File: src/design/prap_pkg.sv
package prap_pkg;

    // Width of the angle port and of the angle inside the CORDIC chain.
    localparam int ANGLE_W = 26;
    localparam int ZW      = 27;
    // Width of the CORDIC x and y accumulators (Q30 with headroom).
    localparam int XW      = 34;
    localparam int ATAN_ENTRIES = 24;

    typedef logic signed [ZW-1:0] angle_t;
    typedef logic signed [XW-1:0] trig_acc_t;

    // Angles in 1/65536 degree.
    localparam angle_t HALF_TURN    = angle_t'(11796480);
    localparam angle_t FULL_TURN    = angle_t'(23592960);
    localparam angle_t QUARTER_TURN = angle_t'(5898240);

    // CORDIC gain compensation, 0.60725293 in Q30.
    localparam trig_acc_t CORDIC_K = trig_acc_t'(652032874);

    typedef enum logic [1:0] {
        OP_ROT_X = 2'd0,
        OP_ROT_Y = 2'd1,
        OP_ROT_Z = 2'd2,
        OP_PASS  = 2'd3
    } opcode_t;

    // Control that travels alongside each item.
    typedef struct packed {
        logic    valid;
        opcode_t op;
        logic    neg;
    } ctrl_t;

    // CORDIC working state of one item.
    typedef struct packed {
        trig_acc_t x;
        trig_acc_t y;
        angle_t    z;
    } cordic_t;

    // atan(2^-i) in 1/65536 degree, rounded to nearest.
    function automatic angle_t atan_lookup(input logic [4:0] idx);
        angle_t v;
        case (idx)
            5'd0:    v = angle_t'(2949120);
            5'd1:    v = angle_t'(1740967);
            5'd2:    v = angle_t'(919879);
            5'd3:    v = angle_t'(466945);
            5'd4:    v = angle_t'(234379);
            5'd5:    v = angle_t'(117304);
            5'd6:    v = angle_t'(58666);
            5'd7:    v = angle_t'(29335);
            5'd8:    v = angle_t'(14668);
            5'd9:    v = angle_t'(7334);
            5'd10:   v = angle_t'(3667);
            5'd11:   v = angle_t'(1833);
            5'd12:   v = angle_t'(917);
            5'd13:   v = angle_t'(458);
            5'd14:   v = angle_t'(229);
            5'd15:   v = angle_t'(115);
            5'd16:   v = angle_t'(57);
            5'd17:   v = angle_t'(29);
            5'd18:   v = angle_t'(14);
            5'd19:   v = angle_t'(7);
            5'd20:   v = angle_t'(4);
            5'd21:   v = angle_t'(2);
            5'd22:   v = angle_t'(1);
            default: v = '0;
        endcase
        return v;
    endfunction

endpackage

File: src/design/prap_front.sv
module prap_front #(
    parameter int COORD_WIDTH = 32
) (
    input  logic                                 clk,
    input  logic                                 rst_n,
    input  logic                                 accept,
    input  logic [1:0]                           opcode,
    input  logic signed [COORD_WIDTH-1:0]        point_x,
    input  logic signed [COORD_WIDTH-1:0]        point_y,
    input  logic signed [COORD_WIDTH-1:0]        point_z,
    input  logic signed [COORD_WIDTH-1:0]        pivot_x,
    input  logic signed [COORD_WIDTH-1:0]        pivot_y,
    input  logic signed [COORD_WIDTH-1:0]        pivot_z,
    input  logic signed [prap_pkg::ANGLE_W-1:0]  angle,
    output prap_pkg::ctrl_t                      ctrl_out,
    output prap_pkg::cordic_t                    cordic_out,
    output logic [5*COORD_WIDTH+1:0]             data_out
);
    import prap_pkg::*;

    localparam int DATA_W = 5 * COORD_WIDTH + 2;

    angle_t                       ang_ext;
    angle_t                       ang_wrap;
    angle_t                       ang_red;
    logic                         neg;
    logic signed [COORD_WIDTH-1:0] sel_a;
    logic signed [COORD_WIDTH-1:0] sel_b;
    logic signed [COORD_WIDTH-1:0] sel_pa;
    logic signed [COORD_WIDTH-1:0] sel_pb;
    logic signed [COORD_WIDTH-1:0] sel_pc;
    logic signed [COORD_WIDTH:0]   diff_a;
    logic signed [COORD_WIDTH:0]   diff_b;
    ctrl_t                        ctrl_next;
    ctrl_t                        ctrl_reg;
    cordic_t                      cordic_next;
    cordic_t                      cordic_reg;
    logic [DATA_W-1:0]            data_next;
    logic [DATA_W-1:0]            data_reg;

    // Angle reduction: wrap into one turn, then fold into plus or minus a quarter turn.
    always_comb
    begin
        ang_ext = angle_t'(angle);
        if (ang_ext >= HALF_TURN)
        begin
            ang_wrap = ang_ext - FULL_TURN;
        end
        else if (ang_ext < -HALF_TURN)
        begin
            ang_wrap = ang_ext + FULL_TURN;
        end
        else
        begin
            ang_wrap = ang_ext;
        end

        if (ang_wrap > QUARTER_TURN)
        begin
            ang_red = ang_wrap - HALF_TURN;
            neg     = 1'b1;
        end
        else if (ang_wrap < -QUARTER_TURN)
        begin
            ang_red = ang_wrap + HALF_TURN;
            neg     = 1'b1;
        end
        else
        begin
            ang_red = ang_wrap;
            neg     = 1'b0;
        end
    end

    // Pick the in-plane pair and the coordinate along the axis.
    always_comb
    begin
        case (opcode_t'(opcode))
            OP_ROT_X:
            begin
                sel_a  = point_y;
                sel_b  = point_z;
                sel_pa = pivot_y;
                sel_pb = pivot_z;
                sel_pc = point_x;
            end
            OP_ROT_Y:
            begin
                sel_a  = point_z;
                sel_b  = point_x;
                sel_pa = pivot_z;
                sel_pb = pivot_x;
                sel_pc = point_y;
            end
            default:
            begin
                // Rotation about Z; the pass-through code uses the same pair
                // with a unit rotation further down.
                sel_a  = point_x;
                sel_b  = point_y;
                sel_pa = pivot_x;
                sel_pb = pivot_y;
                sel_pc = point_z;
            end
        endcase

        diff_a = {sel_a[COORD_WIDTH-1], sel_a} - {sel_pa[COORD_WIDTH-1], sel_pa};
        diff_b = {sel_b[COORD_WIDTH-1], sel_b} - {sel_pb[COORD_WIDTH-1], sel_pb};

        ctrl_next.valid = accept;
        ctrl_next.op    = opcode_t'(opcode);
        ctrl_next.neg   = neg;

        cordic_next.x = CORDIC_K;
        cordic_next.y = '0;
        cordic_next.z = ang_red;

        data_next = {diff_a, diff_b, sel_pa, sel_pb, sel_pc};
    end

    // Entry registers of the chain.
    always_ff @(posedge clk or negedge rst_n)
    begin
        if (!rst_n)
        begin
            ctrl_reg <= '0;
        end
        else
        begin
            ctrl_reg <= ctrl_next;
        end
    end

    always_ff @(posedge clk)
    begin
        cordic_reg <= cordic_next;
        data_reg   <= data_next;
    end

    assign ctrl_out   = ctrl_reg;
    assign cordic_out = cordic_reg;
    assign data_out   = data_reg;

endmodule

File: config.mk
export PLATFORM = sky130hd
export DESIGN_NAME = prap_front
export DESIGN_NICKNAME = d
export VERILOG_FILES = /design/src/design/prap_pkg.sv /design/src/design/prap_front.sv
export SDC_FILE = /design/constraint.sdc
export NUM_CORES = 1
export LEC_CHECK = 0
export BUFFER_PORTS_ARGS = -buffer_cell sky130_fd_sc_hd__buf_4
export CAP_MARGIN = 0
export CORE_AREA = 2 2 190 192
export DETAILED_ROUTE_END_ITERATION = 10
export DIE_AREA = 0 0 192 194
export GPL_TIMING_DRIVEN = 1
export HOLD_SLACK_MARGIN = 0.02
export PLACE_DENSITY = 0.71
export SYNTH_ARGS = -nofsm -noshare
export SYNTH_HDL_FRONTEND = slang
export SYNTH_SLANG_ARGS = --single-unit
File: constraint.sdc
create_clock -name clk -period 0.8 [get_ports clk]
set_clock_uncertainty 0.1 [all_clocks]
set_input_delay 0.08 -clock clk [delete_from_list [all_inputs] [get_ports clk]]
set_output_delay 0.08 -clock clk [all_outputs]
set_load 0.02 [all_outputs]
== Word-level counts from Yosys, hierarchy flattened ==
Cells that the tools add are included.

* Add/sub/neg operators: 6
* Order comparisons: 4
* Eq/ne operators: 1
* Multiplexer cells: 11
* Reduce and logical (&&, ||, !) cells: 1

{| class="wikitable"
|+ Operators by type and width
! cell !! count
|-
| one-hot mux 32 bit (2 select lines) || 5
|-
| 2-to-1 mux 27 bit || 4
|-
| subtractor 32 x 32 -> 33 bit || 2
|-
| adder 26 x 26 -> 27 bit (second input constant) || 1
|-
| adder 27 x 25 -> 27 bit (second input constant) || 1
|-
| greater-than comparator 27 x 24 -> 1 bit (second input constant) || 1
|-
| less-than comparator 27 x 24 -> 1 bit (second input constant) || 1
|-
| subtractor 26 x 26 -> 27 bit (second input constant) || 1
|-
| subtractor 27 x 25 -> 27 bit (second input constant) || 1
|-
| >= comparator 26 x 25 -> 1 bit (second input constant) || 1
|-
| less-than comparator 26 x 25 -> 1 bit (second input constant) || 1
|-
| equality test 2 x 1 -> 1 bit (second input constant) || 1
|-
| zero test 2 bit || 1
|-
| 2-to-1 mux 1 bit || 2
|}

* Register bits: 193
* Input port bits: 223
* Output and inout port bits: 261
* Logic and storage cells: 28

== Depth between registers and ports, before layout ==
* Depth in word-level cells: 6
* Mapped depth: 17
* Depth with buffers taken out: 14

== Least setup slack after synthesis ==
No wires, ideal clock.

* Path type: input port to flip-flop
* Start: in opcode[0]
* End: reg data_reg[159], in the netlist data_out[159]
* Setup time: 0.130 ns
* Arrival time: 3.664 ns
* Required time: 0.570 ns
* Setup slack: -3.094 ns
* Cell stages on the path: 17
* Path buffers: 3
* Cell sequence: clkbuf_1 -> clkbuf_1 -> buf_1 -> mux2i_1 -> nor2_1 -> a21oi_1 -> ha_1 -> inv_1 -> fa_1 -> a211oi_2 -> o21bai_1 -> o41ai_4 -> o2111ai_1 -> a31oi_1 -> a21oi_1 -> a2111oi_1 -> nor3_1

* Longest elaborated chain between the ends: 3
* Elaborated cells between the ends (all ways): 5
* Classes of those cells: add/sub: 1; eq/ne: 1; mux: 2; reduce/logical: 1

{| class="wikitable"
|+ RTL lines
! element !! line !! text
|-
| from (decl) || prap_front.sv:7 || <nowiki>input logic [1:0] opcode,</nowiki>
|-
| equality test 2 x 1 -> 1 bit / zero test 2 bit (equally long branches) || prap_front.sv:78 || <nowiki>case (opcode_t'(opcode))</nowiki>
|-
| one-hot mux 32 bit (2 select lines) || prap_front.sv:78 ||
|-
| subtractor 32 x 32 -> 33 bit (*) || prap_front.sv:107 || <nowiki>diff_a = {sel_a[COORD_WIDTH-1], sel_a} - {sel_pa[COORD_WIDTH-1], sel_pa};</nowiki>
|-
| via diff_a[30] || prap_front.sv:32 || <nowiki>logic signed [COORD_WIDTH:0] diff_a;</nowiki>
|-
| to (signal assigned) || prap_front.sv:137 || <nowiki>data_reg <= data_next;</nowiki>
|-
| to (decl) || prap_front.sv:39 || <nowiki>logic [DATA_W-1:0] data_reg;</nowiki>
|}

The timed path passes the listed nets; every way through them passes the cells marked *.

== Final worst setup path ==
* Start: in opcode[1]
* End: reg data_reg[126], in the netlist data_out[126]

* Longest elaborated chain between the ends: 3
* Elaborated cells between the ends (all ways): 5
* Classes of those cells: add/sub: 1; eq/ne: 1; mux: 2; reduce/logical: 1

{| class="wikitable"
|+ RTL lines
! element !! line !! text
|-
| equality test 2 x 1 -> 1 bit / zero test 2 bit (equally long branches) || prap_front.sv:78 ||
|-
| one-hot mux 32 bit (2 select lines) || prap_front.sv:78 ||
|-
| subtractor 32 x 32 -> 33 bit (*) || prap_front.sv:108 || <nowiki>diff_b = {sel_b[COORD_WIDTH-1], sel_b} - {sel_pb[COORD_WIDTH-1], sel_pb};</nowiki>
|-
| via diff_b[30] || prap_front.sv:33 || <nowiki>logic signed [COORD_WIDTH:0] diff_b;</nowiki>
|}

Marked as above.

==> metrics <==
outcome finished, violations left; violated checks negative hold slack, negative setup slack; CTS Root Cell clkbuf_16; first-pass GRT wire length 76.5 mm; cells after synthesis 1433; initial antenna violation count 0; Reg area 4120 µm²; peak supply drop 1.64 mV; Critical Path AT 3.08 ns; Area growth, synth to finish 84.8%; worst endpoint required time 1.09 ns; Initial DRC Count 677; CTS Hold Buffers Added 94; Max Slew Vio Count 0; I/O Buffers 415; final instance area 22600 µm²; simple-gate share of the synthesized area 12.3%; Setup WS post-layout -2.00 ns; Setup Crit Path Kind primary input to flip-flop; Via density 5.05; EDFF count, synth 0; Initial Utilization 34.6%; Final Hold Viols 64; crit-path max FO 30; GRT Resource Usage Total 26.4%; peak per-stage delay on the critical path 0.48 ns; dpl ws -2.57 ns; Synthesis Warnings 0; Worst Setup Start Kind primary input; largest net degree at the start of global routing 68; largest family of logic cells by synthesized area compound AO/OA/AOI/OAI gates; XOR/XNOR share of the synthesized area 4.14%; Slew @ Worst Pin 0.581 ns; Worst slew margin 60.9%; Yosys reg bits 193; PD cells 1990 nW/µm²; adder-cell share of the synthesized area 7.30%; post-synthesis mux area share 13.3%; RSZ-0062 raised after global routing yes; Max H-tree Level 4; TritonCTS Sinks 193; cts bufs inserted 17; final setup vio count 315; IO Count 484; LEAKAGE 10.8 nW; Distinct cells, synth 94; Detailed Routing Iterations Pass 1 5; # rows 69; vias in the first global route 14300; CTS tree yes; final core utilization 64.0%; Hold Slack -0.182 ns; slowest CP cell o21ai_0; hold path start pivot_x[0]; ANT nets after route 0; Mean Syn Cell Area 8.51 µm²; CP top delay family compound AO/OA/AOI/OAI gates; die width 192 µm; Residual DRC 0; hold path cells 3; nets 2579; die area 37200 µm²; Fillers 2688; Post-DP HPWL 37.4 mm; grt total ovfl 0; CTS Buffer Depth 2; Worst Setup End Kind flip-flop; Layout Cells excl Fill 2760; Critical Path, Cell by Cell clkbuf_16 > buf_12 > buf_4 > o21ai_0 > ha_4 > o21ai_1 > buf_4 > o21ai_4 > a21oi_4 > o221ai_4 > a211o_1 > a211o_1 > a21oi_2 > xnor2_1; Final Cycle Share 350%; gpl congestion 0.926; Worst Path Buf+Inv 4; worst hold path class primary input to flip-flop; CTS clk-pin slew, worst paths 0.08 ns; via count 13900; post-synthesis compound-gate area fraction 21.7%; wirelength, routed 52.1 mm; core area 35200 µm²; most common cell after layout, fill and taps aside buf_4; most frequent cells in the layout buf_4 (549), buf_6 (236), nand2_1 (186), dfxtp_2 (186), mux2i_1 (155); Post-Place Cells 2565; post-place instance area 18100 µm²; fraction of layout instances using a drive strength above 1 54.2%; n_diodes 0; Maximum Capacitance Violations 0; Post-synth ARST share 2.07%; Die Y 194 µm; worst hold endpoint data_out[64]; Min Clock Period, post-route 2.80 ns; post-DR wirelength/cell 18.9 µm; fmax 0.357 GHz; Seq/Total Area, Yosys 31.8%; Top FF cell, synth dfxtp_1; Post-Syn Area 12200 µm²; area of the multi-input gates 8680 µm²
-- what timing repair did --
item                                    CTS  global route
gates cloned                              4             1
gates resized for setup                 561           126
endpoints found under the hold margin   121            71
pin swaps                               102            96
endpoints found under the setup margin  315           325
setup buffers                            47            33
-- registers in the layout, summed over array words and instances (netlist names) --
register    cells
ctrl_out        4
cordic_out     27
data_out      162
-- layer usage --
metal | global-route usage [%] | vias to the layer above | share of wire (%)
met1 | 29.2 | 6618 | 38
met3 | 5.56 | 148 | 6.9
met5 | 0 | - | 0
li1 | - | 6593 | -
met4 | 13.3 | 0 | 5.0
met2 | 47.3 | 586 | 50
-- tightest hold or removal path, delay by kind of cell --
family                 cells  cell delay (ns)
and+or+nand+nor            1             0.04
AOI/OAI and AO/OA          1             0.11
buffers and inverters      1             0.10
-- worst max path at each step --
stage | start | to | slack (ns) | depth (start not counted)
after CTS | opcode[0] | data_out[126] | -1.89 | 15
after global placement | opcode[0] | data_out[126] | -2.50 | 15
after global routing | opcode[0] | data_out[126] | -2.08 | 15
final | opcode[1] | data_out[126] | -2.00 | 14
after floorplan | opcode[0] | data_out[159] | -2.40 | 17
after detailed placement | opcode[0] | data_out[126] | -2.57 | 15
-- cells by family after synthesis --
| logic type | after synthesis |
|---|---|
| adders and majority gates | 70 |
| and+or+nand+nor | 333 |
| muxes | 162 |
| DFF | 193 |
| AOI/OAI and AO/OA | 387 |
| xor gates and xnor gates | 56 |
| buffers and inverters | 230 |
| other | 2 |
-- Yosys cell counts (18+ instances only) --
library cell / instances / area share [%]
nand2_1: 193 / 5.9
clkbuf_1: 49 / 1.5
mux2i_1: 161 / 13
ha_1: 68 / 7.0
o21a_1: 71 / 4.4
nor2_1: 49 / 1.5
inv_1: 95 / 2.9
a21oi_1: 63 / 2.6
dfxtp_1: 189 / 31
a21o_1: 18 / 1.1
xnor2_1: 37 / 2.7
buf_4: 72 / 4.4
o21ai_0: 125 / 5.1
-- metrics by stage --
step / setup TNS (ns) / power [mW]
CTS: -161.54 / 43.5
detailed placement: -197.95 / 30.5
global route: -176.58 / 46.8
finish: -163.65 / 44.8
global placement: -192.86 / 30.3
floorplan: -148.51 / 21.7
-- power breakdown --
group | switching, mW | internal (mW) | leakage (nW)
clock | 4.23 | 4.71 | 0.279
sequential | 1.13 | 11.9 | 1.65
combinational | 11.1 | 11.7 | 8.90
-- layout make-up --
type / count / area share [%]
repair buffers: 903 / 36.5
clock inverters: 12 / 0.583
clock buffers: 20 / 1.98
well taps: 461 / 2.56
multi-input cells: 1076 / 38.5
inverters: 95 / 1.59
flip-flops and latches: 193 / 18.3
Power figures use the tool's default switching activity.
