### src/design/prap_pkg.sv
package prap_pkg;

    // Width of the angle port and of the angle inside the CORDIC chain.
    localparam int ANGLE_W = 26;
    localparam int ZW      = 27;
    // Width of the CORDIC x and y accumulators (Q30 with headroom).
    localparam int XW      = 34;
    localparam int ATAN_ENTRIES = 24;

    typedef logic signed [ZW-1:0] angle_t;
    typedef logic signed [XW-1:0] trig_acc_t;

    // Angles in 1/65536 degree.
    localparam angle_t HALF_TURN    = angle_t'(11796480);
    localparam angle_t FULL_TURN    = angle_t'(23592960);
    localparam angle_t QUARTER_TURN = angle_t'(5898240);

    // CORDIC gain compensation, 0.60725293 in Q30.
    localparam trig_acc_t CORDIC_K = trig_acc_t'(652032874);

    typedef enum logic [1:0] {
        OP_ROT_X = 2'd0,
        OP_ROT_Y = 2'd1,
        OP_ROT_Z = 2'd2,
        OP_PASS  = 2'd3
    } opcode_t;

    // Control that travels alongside each item.
    typedef struct packed {
        logic    valid;
        opcode_t op;
        logic    neg;
    } ctrl_t;

    // CORDIC working state of one item.
    typedef struct packed {
        trig_acc_t x;
        trig_acc_t y;
        angle_t    z;
    } cordic_t;

    // atan(2^-i) in 1/65536 degree, rounded to nearest.
    function automatic angle_t atan_lookup(input logic [4:0] idx);
        angle_t v;
        case (idx)
            5'd0:    v = angle_t'(2949120);
            5'd1:    v = angle_t'(1740967);
            5'd2:    v = angle_t'(919879);
            5'd3:    v = angle_t'(466945);
            5'd4:    v = angle_t'(234379);
            5'd5:    v = angle_t'(117304);
            5'd6:    v = angle_t'(58666);
            5'd7:    v = angle_t'(29335);
            5'd8:    v = angle_t'(14668);
            5'd9:    v = angle_t'(7334);
            5'd10:   v = angle_t'(3667);
            5'd11:   v = angle_t'(1833);
            5'd12:   v = angle_t'(917);
            5'd13:   v = angle_t'(458);
            5'd14:   v = angle_t'(229);
            5'd15:   v = angle_t'(115);
            5'd16:   v = angle_t'(57);
            5'd17:   v = angle_t'(29);
            5'd18:   v = angle_t'(14);
            5'd19:   v = angle_t'(7);
            5'd20:   v = angle_t'(4);
            5'd21:   v = angle_t'(2);
            5'd22:   v = angle_t'(1);
            default: v = '0;
        endcase
        return v;
    endfunction

endpackage

### src/design/prap_cell.sv
module prap_cell #(
    parameter int DATA_W = 162,
    parameter int SHIFT  = 0
) (
    input  logic              clk,
    input  logic              rst_n,
    input  prap_pkg::ctrl_t   ctrl_in,
    input  prap_pkg::cordic_t cordic_in,
    input  logic [DATA_W-1:0] data_in,
    output prap_pkg::ctrl_t   ctrl_out,
    output prap_pkg::cordic_t cordic_out,
    output logic [DATA_W-1:0] data_out
);
    import prap_pkg::*;

    trig_acc_t         x_in;
    trig_acc_t         y_in;
    angle_t            z_in;
    trig_acc_t         dx;
    trig_acc_t         dy;
    angle_t            step;
    cordic_t           cordic_next;
    ctrl_t             ctrl_reg;
    cordic_t           cordic_reg;
    logic [DATA_W-1:0] data_reg;

    // One CORDIC micro-rotation; the direction follows the sign of the residual angle.
    always_comb
    begin
        x_in = cordic_in.x;
        y_in = cordic_in.y;
        z_in = cordic_in.z;
        dx   = y_in >>> SHIFT;
        dy   = x_in >>> SHIFT;
        step = atan_lookup(5'(SHIFT));
        if (!z_in[ZW-1])
        begin
            cordic_next.x = x_in - dx;
            cordic_next.y = y_in + dy;
            cordic_next.z = z_in - step;
        end
        else
        begin
            cordic_next.x = x_in + dx;
            cordic_next.y = y_in - dy;
            cordic_next.z = z_in + step;
        end
    end

    always_ff @(posedge clk or negedge rst_n)
    begin
        if (!rst_n)
        begin
            ctrl_reg <= '0;
        end
        else
        begin
            ctrl_reg <= ctrl_in;
        end
    end

    // The item's payload moves along with its CORDIC state.
    always_ff @(posedge clk)
    begin
        cordic_reg <= cordic_next;
        data_reg   <= data_in;
    end

    assign ctrl_out   = ctrl_reg;
    assign cordic_out = cordic_reg;
    assign data_out   = data_reg;

endmodule

### config.mk
export PLATFORM = sky130hd
export DESIGN_NAME = prap_cell
export DESIGN_NICKNAME = d
export VERILOG_FILES = /design/src/design/prap_pkg.sv /design/src/design/prap_cell.sv
export SDC_FILE = /design/constraint.sdc
export NUM_CORES = 1
export LEC_CHECK = 0
export ABC_AREA = 1
export BUFFER_PORTS_ARGS = -buffer_cell sky130_fd_sc_hd__buf_2
export CORE_AREA = 2 2 207 209
export DETAILED_ROUTE_END_ITERATION = 10
export DIE_AREA = 0 0 209 211
export GPL_ROUTABILITY_DRIVEN = 0
export SKIP_LAST_GASP = 1
export SLEW_MARGIN = 40
export SYNTH_ARGS = -nofsm -noshare
export SYNTH_HDL_FRONTEND = slang
export SYNTH_SLANG_ARGS = --single-unit
### constraint.sdc
create_clock -name clk -period 1.2 [get_ports clk]
set_input_delay 0.06 -clock clk [delete_from_list [all_inputs] [get_ports clk]]
set_output_delay 0.06 -clock clk [all_outputs]
set_load 0.03 [all_outputs]
After elaboration in Yosys (flattened, before gate mapping):

Cells that the tools add are included.

* bits of input ports: 263
* output and inout port bits: 261
* register bits after elaboration: 261
* logic and storage cells: 13

* add/sub/neg operators: 5
* muxes and demuxes: 1

Operators by type and width (count)
* 95-bit two-way mux: 1
* 34-bit subtractor: 2
* 34-bit adder: 1
* 27-bit by 23-bit adder with 27-bit output (second input constant): 1
* 27-bit by 23-bit subtractor with 27-bit output (second input constant): 1

Longest topological paths before layout:

Gate-level depths: netlist of the first run.

* word-level depth: 2
* mapped depth: 18
* gate-level depth less buffers: 17

Worst setup path before layout of the first run:

OpenSTA, ideal clock, no wires.

* path kind: input -> register
* start: input cordic_in[26] (netlist name)
* end: register cordic_reg, in the netlist cordic_out[26]
* data required time: 1.130 ns
* data arrival time: 1.710 ns
* slack: -0.579 ns
* buffers on the path: 2
* stages: 10
* library setup time: 0.070 ns
* cell sequence: inv_1 -> clkbuf_1 -> buf_2 -> ha_1 -> nand2_1 -> o21ai_0 -> a21oi_1 -> o21ai_0 -> a21o_1 -> a21oi_1

RTL lines
* start: declaration: line prap_cell.sv:8 `input prap_pkg::cordic_t cordic_in,`
* end signal: assignment: line prap_cell.sv:65 `cordic_reg <= cordic_next;`
* end: declaration: line prap_cell.sv:24 `cordic_t cordic_reg;`

==> results of run 1 <==
-- cells in the mapped netlist, types with 14 or more instances --
cell,number
nand2_1,399
dfxtp_1,256
inv_1,213
nor2_1,150
nand3_1,144
a21oi_1,142
ha_1,108
o21ai_0,93
xor2_1,32
buf_2,18
a21o_1,15
buf_4,14
-- layer usage --
layer,GRT usage [%],part of all wire (%),vias up
met5,0,0.044,-
met4,10.1,4.1,4
met3,5.69,7.6,177
met2,47.8,47,710
met1,35.5,41,7588
li1,-,-,7605
-- cells in the final DEF, fill, tap and decap left out, types with 7 or more instances in the layout --
cell type      instances
clkbuf_4              27
xor2_2                 7
nand4_1               12
dfxtp_2               27
a21oi_4               21
a21oi_1               62
clkbuf_16             31
inv_4                 18
o21ai_4                7
nand2_1              271
dfxtp_4                7
dfxtp_1              222
ha_1                  65
nand2_2               98
a21oi_2               62
nand3_2               21
o21ai_1               33
ha_4                  37
o21ai_0               38
nand2_4               35
a21o_1                15
nor2_4                37
buf_2                381
inv_6                  9
buf_6                 66
buf_4                361
buf_12                 9
o21ai_2               24
nor2_2                37
xor2_1                25
nor2_1                83
nor3_2                 8
inv_1                152
inv_2                 42
nand3_1              122
nor3_4                 7
dlygate4sd3_1        194
-- area by class of cell --
class / count / area (um2)
clock buffers: 36 / 815
well taps: 539 / 674
repair buffers: 1041 / 7730
flip-flops and latches: 260 / 5290
fillers: 3497 / 17100
inverters: 221 / 937
multi-input cells: 1195 / 8940
clock inverters: 22 / 284
diodes: 4 / 10.0
-- how the worst max path moves through the flow --
| stage | from | end | slack, ns | cells after the start |
|---|---|---|---|---|
| finish | cordic_in[35] | cordic_out[57] | -0.11 | 15 |
| global route | cordic_in[53] | cordic_out[93] | -0.14 | 15 |
| CTS | data_out[112] | data_out[112] | -0.06 | 1 |
| detailed placement | cordic_in[32] | cordic_out[42] | -0.87 | 12 |
| global placement | cordic_in[31] | cordic_out[42] | -0.85 | 12 |
| floorplan | cordic_in[31] | cordic_out[54] | -0.25 | 14 |
-- what timing repair did --
| action | 4_1_cts | 5_1_grt |
|---|---|---|
| buffers inserted | 11 | 27 |
| resized for setup | 285 | 415 |
| endpoints found under the hold margin | 198 | 1 |
| setup endpoints to repair | 135 | 108 |
| pin swaps | 33 | 162 |
-- metrics by stage --
stage | setup slack (ns) | util [%]
global route | -0.143 | 59.1
global placement | -0.848 | 45.5
CTS | -0.0553 | 55.1
floorplan | -0.255 | -
finish | -0.108 | 59.1
detailed placement | -0.867 | 45.5
-- state kept, by name, indices dropped and copies added (netlist names) --
signal      count
data_out      162
cordic_out     94
ctrl_out        4
-- kinds of logic after synthesis --
logic type	count (synthesis)	synth area share [%]
and+or+nand+nor	756	25.0
AOI/OAI and AO/OA	293	12.5
DFF	260	40.7
xor gates and xnor gates	34	2.32
adders and majority gates	112	11.1
buffers and inverters	263	8.39
-- power by group --
part | switching, mW | total, mW | leakage (nW) | internal, mW
registers | 0.367 | 9.84 | 2.21 | 9.48
clock network | 4.13 | 10.1 | 0.536 | 6.01
logic | 6.69 | 11.4 | 9.34 | 4.69
total | 11.2 | 31.4 | 12.1 | 20.2
==> flow_summary.toml, run 1 <==
[run_status]
status = "complete, but fails checks"
violations = "negative hold slack, negative setup slack"

[worst_hold_path]
whs_endpoint = "cordic_out[17]"
hp-start = "cordic_in[17]"
hold_path_class = "input port to flip-flop"
whs_path_depth = 2

[place]
place_area_um2 = 19000
post-place-cells = 3028
io_buffers = 523
dp_hpwl_um = 50300

[sta]
finalCritPeriodShare_pct = 109
setup_viol = 21
fin_ws_ns = -0.108
max_freq_ghz = 0.765
slew_headroom_pct = 43.0
whs_ns = -0.170
slew_violations = 0
rsz0062_at_grt = "true"
setup_tns_ns = -0.728
fin_crit_ns = 1.31
finalHoldViolations = 1
worst_pin_slew_ns = 0.856

[routing]
ant_nets = 0
drc = 0
num_vias = 16084
drt_pass1_iterations = 6
wl_per_cell_um = 19.8
drt_iter0_drc = 1320
drt-vias-per-instance = 4.85
totalWireLength_um = 65800

[worst_setup_path]
crit_chain = "buf_4 -> inv_4 -> ha_4 -> buf_12 -> inv_4 -> nand2_2 -> inv_4 -> nand2_1 -> nand2_1 -> a21oi_2 -> nand2_4 -> nand2_2 -> nand3_1 -> nand3_1 -> nand2_1"
worst-setup-path-type = "input port to flip-flop"
arrival_ns = 1.77
cpLargestDelayFamily = "simple AND/OR/NAND/NOR gates"
crit_required_ns = 1.67
slowest_delay_ns = 0.40
critPathLaunchType = "input port"
slowest_stage = "ha_4"
setup.worst_path.end_class = "flip-flop"
path_buf_inv = 5
crit_fanout = 7

[synthesis]
synth_flop_cell = "dfxtp_1"
yosysTopAreaCellShare_pct = 39.9
netlist_instances = 1718
synthesis.area_um2 = 12800
ys_seq_area_share_pct = 40.7
synth-edff-count = 0
synth_area_leaders = "dfxtp_1, nand2_1, ha_1"
synth_top_area_cell = "dfxtp_1"
synthArstFlopShare_pct = 1.54
yosysUniqueCellTypes = 41
ys_warn_count = 0
synth.net_count = 2093
ys_seq_elements = 260
synth.avg_cell_area_um2 = 7.48

[grt]
grt_max_degree = 67
antenna_found_initial = 8
overflow = 0
grt_pass1_vias = 16288
track_usage_pct = 28.2
grt_pass1_wl_um = 95300

[floorplan]
rows = 75
ios = 524
die_h_um = 211
core_area_um2 = 41800
initial_core_util_pct = 30.8
dieArea_um2 = 44100
die-width_um = 209

[job]
maxCapViolations = 0

[clock_tree]
cts.path.max_buffers = 3
clk_pin_slew_worst_paths_ns = 0.06
numCtsBuffers = 31
postCtsHoldBufs = 195
cts_max_level = 1
ctsRootBufferMaster = "clkbuf_16"
cts_sinks = 260
cts_tree = "done"

[final_layout]
post_layout_nonfiller_instances = 3318
syn_to_final_growth_pct = 92.1
drive_gt1_share_pct = 52.0
num-nets-final = 3125
fin_area_um2 = 24700

[power_and_ir_drop]
finalPower_mw = 31.4
power.density_nw_per_um2 = 1270
leakage_nw = 12.1
vdd_drop_max_v = 0.00108
Note: power is estimated with default switching activity, not from simulation.
==> run 2: changes to the inputs <==
- REMOVE_ABC_BUFFERS: default -> 1
==> flow_summary.toml, run 2 (same netlist as run 1, synthesis figures left out) <==
[run_status]
status = "complete, but fails checks"
violations = "negative setup slack"

[routing]
drt_pass1_iterations = 6
top_layer = "met5"
wl_met2_um = 31700
wl_per_cell_um = 20.8
num_vias = 16546
drc = 0
wl_met3_um = 4940
drt-met1-wl_um = 28700
ant_nets = 0
totalWireLength_um = 69300
drt_iter0_drc = 1336
drt-vias-per-instance = 4.96

[final_layout]
multi_input_area_um2 = 8860
n_fill_cell = 3443
num-nets-final = 3144
drive_gt1_share_pct = 52.1
syn_to_final_growth_pct = 89.9
final_common_cell = "buf_2"
seq_area_um2 = 5270
largest_reg_flops = 162
final_cell_mix = "buf_2, buf_4, nand2_1"
utilization_pct = 58.4

[worst_setup_path]
crit_fanout = 8
arrival_ns = 1.79
worst-setup-path-type = "input port to flip-flop"
crit_required_ns = 1.63
setup.worst_path.end_class = "flip-flop"
critPathLaunchType = "input port"

[clock_tree]
cts_tree = "done"
cts_max_level = 1
ctsRootBufferMaster = "clkbuf_16"
cts_sinks = 260
clk_pin_slew_worst_paths_ns = 0.07
numCtsBuffers = 29
cts.path.max_buffers = 3

[sta]
rsz0062_at_grt = "true"
fin_ws_ns = -0.151
slew_headroom_pct = 43.1
setup_viol = 43
max_freq_ghz = 0.740
finalCritPeriodShare_pct = 113
finalHoldViolations = 0
slew_violations = 0
fin_crit_ns = 1.35
worst_pin_slew_ns = 0.854

[grt]
track_usage_pct = 28.4
antenna_found_initial = 10
grt_max_degree = 67
overflow = 0
grt_pass1_wl_um = 95500
grt_pass1_vias = 16303

[floorplan]
core_area_um2 = 41800
dieArea_um2 = 44100
rows = 75
die_h_um = 211
initial_core_util_pct = 30.8
ios = 524
die-width_um = 209

[place]
io_buffers = 523
dp_hpwl_um = 51300

[power_and_ir_drop]
vdd_drop_max_v = 0.00113
power.density_nw_per_um2 = 1250
leakage_nw = 12.0
finalPower_mw = 30.5

[worst_hold_path]
hold_path_class = "input port to flip-flop"

[job]
maxCapViolations = 0
-- run 2: cell types whose count changed in the layout (fill, tap and decap cells not counted), sizes merged, moves of 2 or more --
cell         previous run  this run
buf                   820       861
clkbuf                 63        41
clkinv                  9         5
clkinvlp                2         4
dlygate4sd3           194       197
inv                   227       223
-- run 2: routing by layer --
metal / global-route usage (%) / vias to the layer above
met3: 4.92 / 245
met4: 12.6 / 6
met5: 0 / -
met1: 36.2 / 7763
met2: 47.2 / 908
li1: - / 7624
-- run 2: layout make-up --
cell class                      count  area share, %
Tap cell                          539           2.77
Antenna cell                        5         0.0513
Timing Repair Buffer             1062           31.5
Multi-Input combinational cell   1195           36.3
Clock buffer                       37           3.30
Clock inverter                     15          0.790
Sequential cell                   260           21.6
Inverter                          221           3.63
-- run 2: final timing paths --
check / start / end / slack [ns] / cells after the start
min in group asynchronous: rst_n / ctrl_out[3] / 0.50 / 3
max in group asynchronous: rst_n / ctrl_out[2] / 0.49 / 3
setup / recovery: cordic_in[67] / cordic_out[54] / -0.15 / 14
hold / removal: cordic_in[23] / cordic_out[25] / 0.02 / 5
-- run 2: per-stage QoR --
step | setup TNS [ns] | area [um2] | cells | setup WS [ns] | hold WS (ns)
2_1_floorplan | -30.72 | 12600 | 1676 | -1.11 | -0.236
3_3_place_gp | -51.40 | 18200 | 3039 | -1.21 | -0.115
3_5_place_dp | -52.41 | 18200 | 3039 | -1.19 | -0.113
4_1_cts | -0.628 | 22400 | 3302 | -0.0608 | 0.00119
5_1_grt | -5.40 | 24400 | 3333 | -0.204 | 0.0269
6_report | -3.12 | 24400 | 3334 | -0.151 | 0.0226
-- run 2: timing repair --
| item | 4_1_cts | 5_1_grt |
|---|---|---|
| cloned | 0 | 0 |
| pin swaps | 41 | 191 |
| setup buffers | 14 | 28 |
| hold buffers | 197 | 0 |
| hold endpoints to repair | 201 | 0 |
| gates resized for setup | 361 | 502 |
| endpoints found under the setup margin | 117 | 71 |
-- run 2: critical path, cell delays in order --
cell and delay [ns]:
buf_2 0.13, ha_4 0.31, nor2_4 0.15, inv_2 0.09, nor3_2 0.25, nand2_2 0.10
nand2_2 0.14, nand2_2 0.08, nand2_4 0.08, nand2_2 0.07, nand2_2 0.06, nand2_2 0.07
nand3_2 0.08, nand2_2 0.10
-- run 2: power breakdown --
part           switching [mW]  internal, mW
logic                    6.70          4.55
clock network            3.76          5.60
registers               0.378          9.47
==> run 3: changes to the inputs <==
- ABC_AREA: 1 -> default
- CORE_AREA: 2 2 207 209 -> 2 2 204 206
- CTS_CLUSTER_DIAMETER: default -> 80
- DIE_AREA: 0 0 209 211 -> 0 0 206 208
==> flow_summary.toml, run 3 <==
[grt]
overflow = 0
antenna_found_initial = 21
grt_max_degree = 64
grt_pass1_wl_um = 89700
track_usage_pct = 27.9
grt_pass1_vias = 14089

[synthesis]
synthTopCellsByCount = "dfxtp_1, a21oi_1, ha_1"
synthSimpleGateAreaFrac_pct = 9.85
synth_compound_area_share_pct = 19.8
ys_seq_elements = 260
synth_mux_area_share_pct = 0.971
ys_warn_count = 0
synth_flop_cell = "dfxtp_1"
synth-edff-count = 0
synthArstFlopShare_pct = 1.54
synth_top_area_cell = "dfxtp_1"
synth.avg_cell_area_um2 = 9.55
synthXorXnorAreaFrac_pct = 5.56
synth_area_leaders = "dfxtp_1, ha_1, a21oi_1"
yosysUniqueCellTypes = 67
synthesis.area_um2 = 11300
netlist_instances = 1188
yosysTopAreaCellShare_pct = 45.2
ys_seq_area_share_pct = 46.1
synth_top_family_by_area = "compound AO/OA/AOI/OAI gates"
yosysMostFrequentCell = "dfxtp_1"
synth_fa_ha_area_share_pct = 12.6

[worst_setup_path]
worst-setup-path-type = "input port to flip-flop"
critPathLaunchType = "input port"
setup.worst_path.end_class = "flip-flop"
crit_required_ns = 1.64
arrival_ns = 2.66
crit_fanout = 6

[sta]
setup_tns_ns = -41.40
rsz0062_at_grt = "true"
fin_crit_ns = 2.22
whs_ns = -0.0198
slew_headroom_pct = 61.5
worst_pin_slew_ns = 0.573
slew_violations = 0
finalCritPeriodShare_pct = 185
fin_ws_ns = -1.02
max_freq_ghz = 0.450
finalHoldViolations = 1
setup_viol = 66

[floorplan]
die-width_um = 206
core_area_um2 = 40600
ios = 524
rows = 74
initial_core_util_pct = 28.0
dieArea_um2 = 42800
die_h_um = 208

[final_layout]
largest_reg_flops = 162
n_fill_cell = 3392
final_cell_mix = "buf_2, buf_4, dfxtp_1"
final_common_cell = "buf_2"
utilization_pct = 55.7
syn_to_final_growth_pct = 99.1
multi_input_area_um2 = 6900
seq_area_um2 = 5260
drive_gt1_share_pct = 52.4
num-nets-final = 2677

[job]
maxCapViolations = 0

[clock_tree]
cts_tree = "done"
ctsRootBufferMaster = "clkbuf_16"
numCtsBuffers = 29
clk_pin_slew_worst_paths_ns = 0.06
cts.path.max_buffers = 3
cts_max_level = 1
cts_sinks = 260

[power_and_ir_drop]
power_frac_comb_pct = 35.7
pwr-share-seq_pct = 32.9
vdd_drop_max_v = 0.00103
finalPower_mw = 30.6
leakage_nw = 10.8
power.density_nw_per_um2 = 1350
intPower_mw = 20.0
pwr-share-clk_pct = 31.4
switching_share_pct = 34.5
p_sw_mw = 10.5

[place]
post-place-ws_ns = -1.95
io_buffers = 523
dp_hpwl_um = 47800

[routing]
drt_iter0_drc = 1386
drc = 0
drt-vias-per-instance = 4.88
wl_per_cell_um = 22.7
drt_pass1_iterations = 8
totalWireLength_um = 64900
ant_nets = 0
num_vias = 13994

[run_status]
violations = "negative hold slack, negative setup slack"
status = "complete, but fails checks"

[worst_hold_path]
hold_path_class = "input port to flip-flop"
run 3: cell count changes after synthesis, moves of 25 or more:
cell | before | now
nand3_1 | 144 | 10
o21ai_0 | 93 | 66
clkbuf_1 | 6 | 31
nor2_1 | 150 | 84
xnor2_1 | 2 | 63
nand2_1 | 399 | 48
inv_1 | 213 | 102
run 3: cells by family after synthesis:
logic type                 after synthesis
AOI/OAI and AO/OA                      348
xor gates and xnor gates                72
adders and majority gates              112
buffers and inverters                  151
DFF                                    260
muxes                                   11
and+or+nand+nor                        234
run 3: worst paths after layout:
| path | startpoint | to | slack (ns) | cells after the start |
|---|---|---|---|---|
| min in group asynchronous | rst_n | ctrl_out[2] | 0.49 | 3 |
| worst min-delay path | cordic_in[21] | cordic_out[21] | -0.02 | 4 |
| worst max-delay path | cordic_in[27] | cordic_out[87] | -1.02 | 14 |
| max in group asynchronous | rst_n | ctrl_out[3] | 0.53 | 3 |
run 3: metrics by stage:
step	instance area, um2	instances
2_1_floorplan	11100	1141
3_3_place_gp	17100	2549
3_5_place_dp	17100	2549
4_1_cts	21600	2823
5_1_grt	22600	2862
6_report	22600	2866
run 3: cell type report:
cell class,count,area share (%)
Timing Repair Buffer,1130,36.7
Antenna cell,9,0.0997
Clock inverter,17,1.01
Inverter,104,1.84
Multi-Input combinational cell,777,30.6
Clock buffer,37,3.52
Tap cell,532,2.95
Sequential cell,260,23.3
run 3: power by group through the flow:
| stage | logic, mW | registers [mW] | clock network [mW] |
|---|---|---|---|
| 2_1_floorplan | 2.46 | 11.9 | 0 |
| 3_3_place_gp | 8.37 | 10.1 | 0 |
| 3_5_place_dp | 8.43 | 10.1 | 0 |
| 4_1_cts | 10.0 | 10.0 | 9.68 |
| 5_1_grt | 11.4 | 10.1 | 10.1 |
| 6_report | 10.9 | 10.1 | 9.61 |
run 3: timing repair:
action,CTS,global route
hold endpoints to repair,200,2
pin swaps,123,112
hold buffers,197,1
gates resized for setup,343,191
setup buffers,32,41
endpoints found under the setup margin,123,104
run 3: worst max-delay path: stages:
cell and delay, ns:
buf_8 0.10, ha_4 0.15, fa_2 0.37, nor2b_4 0.15
o311ai_4 0.24, buf_6 0.16, a31oi_4 0.10, o21ai_2 0.18
buf_6 0.15, nand4_1 0.08, a31o_2 0.26, a221o_1 0.34
o21a_1 0.19, xnor2_1 0.12
run 3: routing by layer:
layer  wire length, um  vias to the layer above  global-route usage (%)
met3              6310                      174                    7.25
li1                  -                     6369                       -
met5               131                        -                       0
met2             29600                      735                    44.9
met4              2820                       22                    11.0
met1             26100                     6694                    35.6
